**config.mk**
```make
export PLATFORM = sky130hd
export DESIGN_NAME = met_queue
export DESIGN_NICKNAME = d
export VERILOG_FILES = /design/src/hw/rtl/mandelbrot_escape_time_macros.svh /design/src/hw/rtl/met_pkg.sv /design/src/hw/rtl/met_queue.sv
export SDC_FILE = /design/constraint.sdc
export NUM_CORES = 1
export LEC_CHECK = 0
export ABC_AREA = 1
export BUFFER_PORTS_ARGS = -buffer_cell sky130_fd_sc_hd__buf_2
export CAP_MARGIN = 10
export CORE_ASPECT_RATIO = 2
export CORE_MARGIN = 1.5
export CORE_UTILIZATION = 54
export CTS_BUF_LIST = sky130_fd_sc_hd__clkbuf_2
export DETAILED_ROUTE_END_ITERATION = 12
export GPL_TIMING_DRIVEN = 1
export HOLD_SLACK_MARGIN = 0.06
export PLACE_DENSITY_LB_ADDON = 0.08
export SYNTH_ARGS = -nofsm -noshare
export SYNTH_HDL_FRONTEND = slang
export SYNTH_SLANG_ARGS = --single-unit
```
**constraint.sdc**
```tcl
create_clock -name clk -period 5.4 [get_ports clk]
set_input_delay 0.81 -clock clk [delete_from_list [all_inputs] [get_ports clk]]
set_output_delay 0.81 -clock clk [all_outputs]
set_load 0.02 [all_outputs]
```
**src/hw/rtl/mandelbrot_escape_time_macros.svh**
```systemverilog
// ----------------------------------------------------------------------------
// Escape-time assertion macros
// Shared concurrent assertion forms for the escape-time block.
// ----------------------------------------------------------------------------
`ifndef MANDELBROT_ESCAPE_TIME_MACROS_SVH
`define MANDELBROT_ESCAPE_TIME_MACROS_SVH

// condition implies consequence in the same cycle
`define MET_ASSERT_NOW(lbl, cond, cons) \
  lbl: assert property (@(posedge clk) disable iff (rst) (cond) |-> (cons)) \
    else $error("escape-time assertion failed");

// condition implies consequence in the next cycle
`define MET_ASSERT_NEXT(lbl, cond, cons) \
  lbl: assert property (@(posedge clk) disable iff (rst) (cond) |=> (cons)) \
    else $error("escape-time assertion failed");

`endif

```
**src/hw/rtl/met_pkg.sv**
```systemverilog
// ----------------------------------------------------------------------------
// met_pkg
// Types, constants and helpers of the escape-time block.
// ----------------------------------------------------------------------------
package met_pkg;

  localparam int FRAC_BITS    = 28;
  localparam int Q_W          = FRAC_BITS + 4;
  localparam int MAX_ITER_DEF = 1000;
  localparam int MAX_HEIGHT   = 1024;
  localparam int H_W          = 11;
  localparam int CFG_W        = 32;
  localparam int IDX_W        = 3;
  localparam int DEN_W        = 41;
  localparam int NUM_W        = 44;
  localparam int DIV_STEPS    = FRAC_BITS + 3;
  localparam int SUM_W        = Q_W + 6;

  localparam logic [IDX_W-1:0] REG_SCREEN_HEIGHT = 3'd0;
  localparam logic [IDX_W-1:0] REG_CENTER_RE     = 3'd1;
  localparam logic [IDX_W-1:0] REG_CENTER_IM     = 3'd2;
  localparam logic [IDX_W-1:0] REG_ZOOM          = 3'd3;
  localparam logic [IDX_W-1:0] REG_TARGET_X      = 3'd4;
  localparam logic [IDX_W-1:0] REG_TARGET_Y      = 3'd5;

  localparam logic signed [Q_W-1:0] Q_MAX = {1'b0, {(Q_W-1){1'b1}}};
  localparam logic signed [Q_W-1:0] Q_MIN = {1'b1, {(Q_W-1){1'b0}}};

  typedef struct packed {
    logic [10:0] pixel_x;
    logic [9:0]  pixel_y;
  } in_item_t;

  typedef struct packed {
    logic [9:0] iteration_count;
    logic       reached_limit;
  } out_item_t;

  typedef struct packed {
    logic [H_W-1:0]     screen_height;
    logic signed [31:0] center_re;
    logic signed [31:0] center_im;
    logic [30:0]        zoom;
    logic signed [31:0] target_x;
    logic signed [31:0] target_y;
  } cfg_t;

  typedef struct packed {
    logic signed [Q_W-1:0] cre;
    logic signed [Q_W-1:0] cim;
  } point_t;

  function automatic logic signed [Q_W-1:0] sat_q(input logic signed [SUM_W-1:0] v);
    logic signed [Q_W-1:0] r;
    if (v > SUM_W'(Q_MAX)) r = Q_MAX;
    else if (v < SUM_W'(Q_MIN)) r = Q_MIN;
    else r = Q_W'(v);
    return r;
  endfunction

endpackage

```
**src/hw/rtl/met_queue.sv**
```systemverilog
// ----------------------------------------------------------------------------
// met_queue
// Two-entry point queue between the mapping front and the iteration engine.
// ----------------------------------------------------------------------------
module met_queue import met_pkg::*; (
  input  logic   clk,
  input  logic   rst,
  input  logic   wr,
  input  point_t wr_data,
  output logic   full,
  input  logic   rd,
  output point_t rd_data,
  output logic   empty
);

  localparam int DEPTH = 2;
  localparam int PTR_W = $clog2(DEPTH);

  point_t           mem [DEPTH];
  logic [PTR_W-1:0] wptr, rptr;
  logic [PTR_W:0]   count;

  always_ff @(posedge clk) begin
    if (wr) mem[wptr] <= wr_data;
  end

  always_ff @(posedge clk) begin
    if (rst) begin
      wptr  <= '0;
      rptr  <= '0;
      count <= '0;
    end else begin
      if (wr) wptr <= wptr + PTR_W'(1);
      if (rd) rptr <= rptr + PTR_W'(1);
      count <= count + (PTR_W+1)'(wr) - (PTR_W+1)'(rd);
    end
  end

  assign rd_data = mem[rptr];
  assign full    = (count == (PTR_W+1)'(DEPTH));
  assign empty   = (count == '0);

endmodule

```
==> metrics.yaml <==
timing:
  slew_headroom_pct: 23.6
  finalCritPeriodShare_pct: 61.8
  setup_tns_ns: 0
  setup_ws_ns: 2.06
  rsz0062_at_grt: "no"
  fmax_mhz: 299
  tightestPinTransition_ns: 1.14
  period_needed_ns: 3.34
  clock_skew_ns: 0.0197
  final-max-slew-violation-count: 0
  finalSetupViolCount: 0
  hold_ws_ns: 0.335
  hold_viol: 0
clock_tree:
  clk_pin_slew_ns: 0.18
  cts_made_buffers: 17
  cts_hold_buffers: 0
  clock_path_buffers: 2
  htreeDepth: 4
  postCtsResizedCells: 0
  clock-root-buffer: "clkbuf_2"
  cts_tree: "built"
  cts_setup_buffers: 0
  clk-insertion-delay-late_ns: 0.65
  cts.sinks: 133
logic_synthesis:
  ys_ff_latch: 133
  yosys-top-cells-count: "128 x edfxtp_1, 60 x mux2_4, 9 x inv_1"
  synth-main-ff-cell: "edfxtp_1"
  synthTopCellsByArea: "edfxtp_1 75%, mux2_4 17%, buf_12 2.3%"
  yosysTopAreaCell: "edfxtp_1"
  netlist_instances: 231
  synth_area_mm2: 0.00515
  ys_types: 14
  synthArstFlopShare_pct: 0
  syn_nets: 301
  yosysSeqAreaShare_pct: 76.6
  synth_edf_count: 128
  synth_area_per_cell_um2: 22.3
  synth.most_common_cell: "edfxtp_1"
  yosys.area.top_type_share_pct: 74.7
  ys_warn_count: 0
pwr:
  total_power_mw: 2.08
  p_per_area_mw_per_mm2: 343
  ir_drop_mv: 0.276
  p_seq_share_pct: 58.5
  power.switching_mw: 0.506
  internal-power_mw: 1.58
  leakage_nw: 2.48
  power_frac_comb_pct: 14.3
  switching_share_pct: 24.3
  p_clk_share_pct: 27.2
global_route:
  grt_max_degree: 40
  antenna_found_initial: 0
  grt_pass1_vias: 2629
  grt_pass1_wl_um: 12600
  globalRouteTotalUtil_pct: 17.3
  overflow: 0
die:
  coreArea_mm2: 0.00932
  die-area_mm2: 0.0102
  initial_core_util_pct: 55.2
  ios: 134
  num_rows: 50
  die_width_um: 72.0
  die-height_um: 141
routing:
  drc: 0
  drtIter0Drc: 88
  routed_wl_um: 8270
  ant_nets: 0
  dr_total_vias: 2519
  viasPerCell: 5.09
  first_pass_iters: 4
  wl_per_cell_um: 16.7
finish:
  fin_util_pct: 65.2
  antenna_cells: 0
  finalInstanceArea_mm2: 0.00608
  layout.cells.non_filler: 495
  fin_nets: 449
  drive_above_1_share_pct: 58.8
  synthToLayoutAreaGrowth_pct: 18.0
placed_design:
  io_buffers: 133
  dp_cells: 464
  hpwlAfterDp_um: 5650
  pre_cts_ws_ns: 2.66
  gp_congestion: 0.666
  placed_area_mm2: 0.00585
worst_setup_path:
  r2r_slack_ns: 3.31
  cp.arrival_ns: 2.53
  rr_worst_depth: 2
  startpoint_type: "flop"
  critPathMaxFanout: 33
  r2r_end: "mem[0][32]"
  cp_data_required_time_ns: 4.59
  critical_path_class: "flop to output pin"
  cp-end-kind: "output pin"
  r2r-start: "wptr"
worst_hold_path:
  min-delay-start: "wr_data[40]"
  hold_depth: 1
  hold_class: "input port to flop"
  holdPathEnd: "mem[1][40]"
status:
  status: "complete, no violations"
flow_run:
  cap_violations: 0
## worst max-delay path, stage by stage, from the launching register on
cell     delay (ns)
dfxtp_4        0.75
buf_4          0.61
mux2_4         0.35
buf_2          0.16
## routing by layer
layer | global-route usage (%) | wire length [µm] | up-vias
li1 | - | - | 1191
met1 | 16.0 | 2770 | 1228
met2 | 32.2 | 4920 | 90
met3 | 7.36 | 477 | 10
met4 | 6.75 | 98 | 0
met5 | 0 | 0 | -
## flip-flops by register name (all words and copies together) (netlist names), named ones only
register  count
mem         128
rptr          1
wptr          1
count         2
## how the worst max path moves through the flow
stage,start,to,slack [ns]
floorplan,wr,mem[0][0],1.38
global placement,wr,mem[0][10],2.68
detailed placement,wr,mem[0][11],2.66
CTS,flop,rd_data[16],1.90
global route,flop,rd_data[21],1.84
finish,flop,rd_data[0],2.06
## cell type report
type / count / area (µm²)
flip-flops and latches: 133 / 3950
fillers: 670 / 3240
multi-input cells: 82 / 1050
repair buffers: 136 / 688
clock inverters: 13 / 140
well taps: 104 / 130
clock buffers: 18 / 90.1
inverters: 9 / 33.8
## power groups by stage
stage | Sequential (mW) | Combinational (mW) | Clock, mW
2_1_floorplan | 1.23 | 0.232 | 0
4_1_cts | 1.22 | 0.304 | 0.590
3_3_place_gp | 1.24 | 0.299 | 0
6_report | 1.22 | 0.299 | 0.567
5_1_grt | 1.23 | 0.320 | 0.628
3_5_place_dp | 1.24 | 0.302 | 0
## cell usage in the layout, fill, tap and decap left out, drive strengths merged
cell      instances
nor2              8
clkinvlp          2
nand3             1
nor3              1
clkbuf           18
xnor2             1
clkinv            8
buf             136
mux2             64
a21oi             1
inv               9
dfxtp             5
bufinv            3
ha                2
edfxtp          128
nand2             4
## cell families after synthesis
group	share of synthesized area, %
flops	76.6
simple gates	1.07
fa+ha+maj	0.486
mux	18.4
buf+inv	3.21
xor+xnor	0.170
compound gates	0.0971
No activity file was read; power rests on OpenSTA's default activity.
