<file path="config.mk">
export PLATFORM = sky130hd
export DESIGN_NAME = met_front
export DESIGN_NICKNAME = d
export VERILOG_FILES = /design/src/hw/rtl/mandelbrot_escape_time_macros.svh /design/src/hw/rtl/met_pkg.sv /design/src/hw/rtl/met_front.sv
export SDC_FILE = /design/constraint.sdc
export NUM_CORES = 2
export LEC_CHECK = 0
export ABC_CLOCK_PERIOD_IN_PS = 14600
export BUFFER_PORTS_ARGS = -buffer_cell sky130_fd_sc_hd__buf_2
export CAP_MARGIN = 20
export CORE_ASPECT_RATIO = 1.1
export CORE_MARGIN = 4
export CORE_UTILIZATION = 65
export DETAILED_ROUTE_END_ITERATION = 10
export GPL_TIMING_DRIVEN = 0
export PLACE_DENSITY = 0.89
export SLEW_MARGIN = 10
export SYNTH_ARGS = -nofsm -noshare
export SYNTH_HDL_FRONTEND = slang
export SYNTH_SLANG_ARGS = --single-unit
</file>
<file path="constraint.sdc">
create_clock -name clk -period 14.6 [get_ports clk]
set_clock_uncertainty 0.1 [all_clocks]
set_input_delay 0.73 -clock clk [delete_from_list [all_inputs] [get_ports clk]]
set_output_delay 0.73 -clock clk [all_outputs]
set_load 0.01 [all_outputs]
</file>
<file path="src/hw/rtl/mandelbrot_escape_time_macros.svh">
// ----------------------------------------------------------------------------
// Escape-time assertion macros
// Shared concurrent assertion forms for the escape-time block.
// ----------------------------------------------------------------------------
`ifndef MANDELBROT_ESCAPE_TIME_MACROS_SVH
`define MANDELBROT_ESCAPE_TIME_MACROS_SVH

// condition implies consequence in the same cycle
`define MET_ASSERT_NOW(lbl, cond, cons) \
  lbl: assert property (@(posedge clk) disable iff (rst) (cond) |-> (cons)) \
    else $error("escape-time assertion failed");

// condition implies consequence in the next cycle
`define MET_ASSERT_NEXT(lbl, cond, cons) \
  lbl: assert property (@(posedge clk) disable iff (rst) (cond) |=> (cons)) \
    else $error("escape-time assertion failed");

`endif

</file>
<file path="src/hw/rtl/met_pkg.sv">
// ----------------------------------------------------------------------------
// met_pkg
// Types, constants and helpers of the escape-time block.
// ----------------------------------------------------------------------------
package met_pkg;

  localparam int FRAC_BITS    = 28;
  localparam int Q_W          = FRAC_BITS + 4;
  localparam int MAX_ITER_DEF = 1000;
  localparam int MAX_HEIGHT   = 1024;
  localparam int H_W          = 11;
  localparam int CFG_W        = 32;
  localparam int IDX_W        = 3;
  localparam int DEN_W        = 41;
  localparam int NUM_W        = 44;
  localparam int DIV_STEPS    = FRAC_BITS + 3;
  localparam int SUM_W        = Q_W + 6;

  localparam logic [IDX_W-1:0] REG_SCREEN_HEIGHT = 3'd0;
  localparam logic [IDX_W-1:0] REG_CENTER_RE     = 3'd1;
  localparam logic [IDX_W-1:0] REG_CENTER_IM     = 3'd2;
  localparam logic [IDX_W-1:0] REG_ZOOM          = 3'd3;
  localparam logic [IDX_W-1:0] REG_TARGET_X      = 3'd4;
  localparam logic [IDX_W-1:0] REG_TARGET_Y      = 3'd5;

  localparam logic signed [Q_W-1:0] Q_MAX = {1'b0, {(Q_W-1){1'b1}}};
  localparam logic signed [Q_W-1:0] Q_MIN = {1'b1, {(Q_W-1){1'b0}}};

  typedef struct packed {
    logic [10:0] pixel_x;
    logic [9:0]  pixel_y;
  } in_item_t;

  typedef struct packed {
    logic [9:0] iteration_count;
    logic       reached_limit;
  } out_item_t;

  typedef struct packed {
    logic [H_W-1:0]     screen_height;
    logic signed [31:0] center_re;
    logic signed [31:0] center_im;
    logic [30:0]        zoom;
    logic signed [31:0] target_x;
    logic signed [31:0] target_y;
  } cfg_t;

  typedef struct packed {
    logic signed [Q_W-1:0] cre;
    logic signed [Q_W-1:0] cim;
  } point_t;

  function automatic logic signed [Q_W-1:0] sat_q(input logic signed [SUM_W-1:0] v);
    logic signed [Q_W-1:0] r;
    if (v > SUM_W'(Q_MAX)) r = Q_MAX;
    else if (v < SUM_W'(Q_MIN)) r = Q_MIN;
    else r = Q_W'(v);
    return r;
  endfunction

endpackage

</file>
<file path="src/hw/rtl/met_front.sv">
// ----------------------------------------------------------------------------
// met_front
// Maps a pixel to its complex point with a shared serial divider.
// ----------------------------------------------------------------------------
module met_front import met_pkg::*; (
  input  logic     clk,
  input  logic     rst,
  input  cfg_t     cfg,
  input  logic     push,
  output logic     full,
  input  in_item_t in_item,
  input  logic     q_full,
  output logic     q_push,
  output point_t   q_data
);

  localparam logic [2:0] F_IDLE = 3'd0;
  localparam logic [2:0] F_MAP  = 3'd1;
  localparam logic [2:0] F_LOAD = 3'd2;
  localparam logic [2:0] F_DIV  = 3'd3;
  localparam logic [2:0] F_PUSH = 3'd4;
  localparam int CNT_W = $clog2(DIV_STEPS + 1);

  logic [2:0]              state;
  in_item_t                pix;
  logic [DEN_W-1:0]        den;
  logic signed [NUM_W-1:0] wx, wy;
  logic                    sel, neg;
  logic [NUM_W:0]          rem;
  logic [DIV_STEPS-1:0]    quo;
  logic [CNT_W-1:0]        cnt;
  logic signed [Q_W-1:0]   cre, cim;

  logic [H_W-1:0]          hs, h34, hh;
  logic [30:0]             zm;
  logic signed [35:0]      nx, ny;
  logic signed [NUM_W-1:0] cx, cy, w, mag;
  logic [NUM_W-1:0]        den8;
  logic [NUM_W:0]          rs, rem_next;
  logic [DIV_STEPS-1:0]    quo_next;
  logic signed [Q_W-1:0]   div_val, sat_val;

  always_comb begin
    if (cfg.screen_height < H_W'(2)) hs = H_W'(2);
    else if (cfg.screen_height > H_W'(MAX_HEIGHT)) hs = H_W'(MAX_HEIGHT);
    else hs = cfg.screen_height;
    zm  = (cfg.zoom == '0) ? 31'd1 : cfg.zoom;
    h34 = H_W'(((H_W+2)'(hs) * (H_W+2)'(3)) >> 2);
    hh  = hs >> 1;
    nx  = $signed({9'b0, pix.pixel_x, 16'b0}) + 36'(cfg.target_x)
          - $signed({9'b0, h34, 16'b0});
    ny  = $signed({10'b0, pix.pixel_y, 16'b0}) + 36'(cfg.target_y)
          - $signed({9'b0, hh, 16'b0});
    cx  = cfg.center_re * $signed({1'b0, hs});
    cy  = cfg.center_im * $signed({1'b0, hs});
    w   = sel ? wy : wx;
    mag = w[NUM_W-1] ? -w : w;
    den8 = {den, 3'b0};
    rs  = {rem[NUM_W-1:0], 1'b0};
    if (rs >= {1'b0, den8}) begin
      rem_next = rs - {1'b0, den8};
      quo_next = {quo[DIV_STEPS-2:0], 1'b1};
    end else begin
      rem_next = rs;
      quo_next = {quo[DIV_STEPS-2:0], 1'b0};
    end
    div_val = neg ? -$signed({1'b0, quo_next}) : $signed({1'b0, quo_next});
    sat_val = w[NUM_W-1] ? Q_MIN : Q_MAX;
  end

  always_ff @(posedge clk) begin
    if (rst) begin
      state <= F_IDLE;
      sel   <= 1'b0;
    end else begin
      unique case (state)
        F_IDLE: begin
          if (push) begin
            pix   <= in_item;
            state <= F_MAP;
          end
        end
        F_MAP: begin
          den   <= DEN_W'(hs) * DEN_W'(zm);
          wx    <= (NUM_W'(nx) <<< 1) - cx;
          wy    <= (NUM_W'(ny) <<< 1) - cy;
          sel   <= 1'b0;
          state <= F_LOAD;
        end
        F_LOAD: begin
          neg <= w[NUM_W-1];
          rem <= {1'b0, mag};
          quo <= '0;
          cnt <= '0;
          if ($unsigned(mag) >= den8) begin
            if (sel) begin
              cim   <= sat_val;
              state <= F_PUSH;
            end else begin
              cre <= sat_val;
              sel <= 1'b1;
            end
          end else begin
            state <= F_DIV;
          end
        end
        F_DIV: begin
          rem <= rem_next;
          quo <= quo_next;
          cnt <= cnt + CNT_W'(1);
          if (cnt == CNT_W'(DIV_STEPS - 1)) begin
            if (sel) begin
              cim   <= div_val;
              state <= F_PUSH;
            end else begin
              cre   <= div_val;
              sel   <= 1'b1;
              state <= F_LOAD;
            end
          end
        end
        F_PUSH: begin
          if (!q_full) state <= F_IDLE;
        end
        default: state <= F_IDLE;
      endcase
    end
  end

  assign full       = (state != F_IDLE);
  assign q_push     = (state == F_PUSH) && !q_full;
  assign q_data.cre = cre;
  assign q_data.cim = cim;

endmodule

</file>
==> summary.md <==
| Metric | Value |
|---|---|
| Worst endpoint required time | `14820 ps` |
| Seq cells post-synth | `298` |
| Nature of the critical path endpoint | `register` |
| Post-synthesis cell type count | `86` |
| Fin crit share | `0.782` |
| Netlist Area Pre-Place | `0.0571 mm²` |
| Fmax | `0.0876 GHz` |
| PostCTS Resize Cnt | `0` |
| Worst Setup EP | `wx[42]$_DFFE_PP_` |
| Top-level port count | `261` |
| RSZ-0062 raised after global routing | `no` |
| Die area | `0.0927 mm²` |
| Nets | `8096` |
| Max Transition Viols Final | `0` |
| Net Count, Synth | `7759` |
| Via count | `47200` |
| Peak VDD IR | `0.251 mV` |
| Routed WL | `187000 µm` |
| Leak | `28.1 nW` |
| Clk sinks | `298` |
| Core Region | `0.0868 mm²` |
| CTS clock-pin slew for the worst setup and hold paths | `60 ps` |
| Status | `complete, no violations` |
| Cells after Synth | `6162` |
| Yosys warns | `0` |
| GRT overflow | `0` |
| Die Y | `319 µm` |
| Avg Cell Area, Syn | `9.27 µm²` |
| Detailed Place HPWL | `156000 µm` |
| Synth Flop Type | `edfxtp_1` |
| Die Width | `291 µm` |
| Crit path from | `cfg[160]` |
| Crit path time final | `11410 ps` |
| Critical path's largest stage delay | `930 ps` |
| Cell Pwr Density | `248 mW/mm²` |
| FF-to-FF End | `cre[8]$_DFFE_PP_` |
| Post-route core utilization | `0.709` |
| Design Area, Final | `0.0616 mm²` |
| CTS tree | `done` |
| Avg WL per Cell | `24.3 µm` |
| Max Buffers Root-to-Sink | `3` |
| H-tree levels | `2` |
| Slowest cell on the critical path | `clkbuf_1` |
| Final hold violations | `0` |
| Latest clock arrival within the worst-skew pair | `590 ps` |
| ANT nets after route | `0` |
| EDFF count, synth | `294` |
| Num CTS Buffers | `37` |
| Crit-path max FO | `11` |
| Final setup violation count | `0` |
| # hold bufs at CTS | `0` |
| Layout cells sized above 1 | `0.0637` |
| HP Class | `in2reg` |
| P&R area growth vs syn | `7.79%` |
| Row count | `113` |
| Async S/R FF share, synth | `0` |
| Largest net degree at the start of global routing | `50` |
| Reg2Reg Setup Slack | `4730 ps` |
| Post-CTS Setup Repair Bufs | `0` |
| Max_slew headroom | `0.0694` |
| Port bufs | `260` |
| Post-synthesis sequential area ratio | `0.156` |
| Final Wtd Congestion | `1.03` |
| Worst-Margin Slew | `1400 ps` |
| Vias in the first global route | `48600` |
| Type of the worst setup path | `in2reg` |
| RR Startpoint | `sel$_SDFFE_PP0P_` |
| Root Buffer | `clkbuf_16` |
| First-pass GRT wire length | `285000 µm` |
| Drc violations | `0` |
| Initial DRC count | `4888` |
| Worst Hold Launch | `in_item[14]` |
| Depth of the most critical reg-to-reg path | `27` |
| Vias per cell | `6.13` |
| Placement Cell Area | `0.0602 mm²` |
| Drt pass-1 iters | `6` |
| Fillers | `6603` |
| Initial antenna violation count | `18` |
| Crit path launch type | `primary input` |
| Overall routing resource usage | `0.403` |
| Max-Cap Viols | `0` |
| Starting Density | `0.658` |
| Critical path arrival | `11630 ps` |
[power breakdown]
part	switching [mW]	total (mW)	internal (mW)
Sequential	0.172	1.94	1.77
Combinational	7.66	12.4	4.70
Clock	0.414	0.947	0.533
[worst max-delay path: cells and delay by family]
family	cells	cell delay (ps)
buffers and inverters	3	1920
AOI/OAI and AO/OA	16	3950
and+or+nand+nor	6	1880
xor gates and xnor gates	3	920
adders and majority gates	5	2210
[layout make-up]
class	instances	area, µm²	share of cell area
Antenna cell	19	47.5	0.000772
Buffer	296	1140	0.0185
Clock buffer	42	945	0.0153
Clock inverter	26	293	0.00476
Inverter	1069	4020	0.0652
Multi-Input combinational cell	4499	43100	0.700
Sequential cell	298	8910	0.145
Tap cell	1150	1440	0.0234
Timing Repair Buffer	298	1700	0.0276
[sequential cells by signal, summed over array words and instances, names as in the netlist]
signal,flops
cim,32
cnt,5
cre,32
den,41
neg,1
pix,21
quo,30
rem,44
sel,1
state,3
wx,44
wy,44
[stage by stage]
stage | std cells | TNS [ps] | setup slack, ps | hold WS (ps) | power (mW)
floorplan | 6162 | 0 | 3930 | 411 | 10.4
global placement | 7572 | -35230 | -1100 | 439 | 13.7
detailed placement | 7606 | 0 | 3050 | 442 | 13.9
CTS | 7674 | 0 | 3560 | 190 | 14.9
global route | 7678 | 0 | 3030 | 198 | 16.5
finish | 7697 | 0 | 3190 | 209 | 15.2
[how the worst min path moves through the flow]
stage,slack (ps),end,depth (start not counted)
4_1_cts,190,pix[10]$_DFFE_PP_,1
6_report,210,pix[14]$_DFFE_PP_,1
2_1_floorplan,410,rem[1]$_DFFE_PP_,2
3_3_place_gp,440,rem[1]$_DFFE_PP_,2
5_1_grt,200,pix[18]$_DFFE_PP_,1
3_5_place_dp,440,rem[1]$_DFFE_PP_,2
[layout by cell type, fill, tap and decap left out, types with 39 or more instances in the layout]
cell,netlist,final
inv_1,1069,1068
fa_1,966,966
nand2_1,650,650
and2_1,548,548
ha_1,436,436
edfxtp_1,294,294
a21oi_1,289,289
clkbuf_1,277,281
buf_2,7,272
nor2_1,210,210
o21ai_0,177,177
xnor2_1,172,172
a21o_1,141,141
xor2_1,120,120
and3_1,95,95
nor3_1,58,57
nand3_1,56,56
a31oi_1,48,48
nor2b_1,45,45
mux2i_1,43,43
o21a_1,41,41
nand2b_1,39,39
nand4_1,39,39
[synth_stat cells (all sizes together) (21+ instances only)]
master / n / area share
nor2b: 45 / 0.0049
mux2i: 45 / 0.0082
nor4: 21 / 0.0026
nand2b: 40 / 0.0045
xnor2: 174 / 0.027
inv: 1069 / 0.070
nor3: 59 / 0.0053
o21a: 41 / 0.0054
ha: 436 / 0.096
nand3: 56 / 0.0049
clkbuf: 277 / 0.018
a31oi: 49 / 0.0056
nor2: 210 / 0.014
edfxtp: 294 / 0.15
a21oi: 289 / 0.025
o21ai: 177 / 0.016
nand2: 650 / 0.043
xor2: 120 / 0.018
o31ai: 34 / 0.0048
and3: 96 / 0.011
o21bai: 32 / 0.0042
a21o: 141 / 0.019
nand4: 39 / 0.0043
and2: 548 / 0.060
fa: 966 / 0.34
[routing by layer]
metal  GRT usage  part of all wire  up-vias
met3       0.111              0.12      724
met5           0           0.00024        -
met4       0.253             0.083        8
li1            -                 -    20400
met2       0.629              0.44     3018
met1       0.501              0.35    23100
[cell families (layout without fill, tap and decap cells)]
logic type / after synthesis / in the layout / share of synthesized area
flip-flops: 298 / 298 / 0.156
other: 0 / 19 / 0
AO/OA/AOI/OAI: 911 / 911 / 0.101
buffers and inverters: 1365 / 1731 / 0.0901
AND/OR/NAND/NOR: 1842 / 1842 / 0.164
multiplexers: 50 / 50 / 0.00916
XOR/XNOR: 294 / 294 / 0.0453
adder cells (fa/ha/maj): 1402 / 1402 / 0.434
Power figures use the tool's default switching activity.
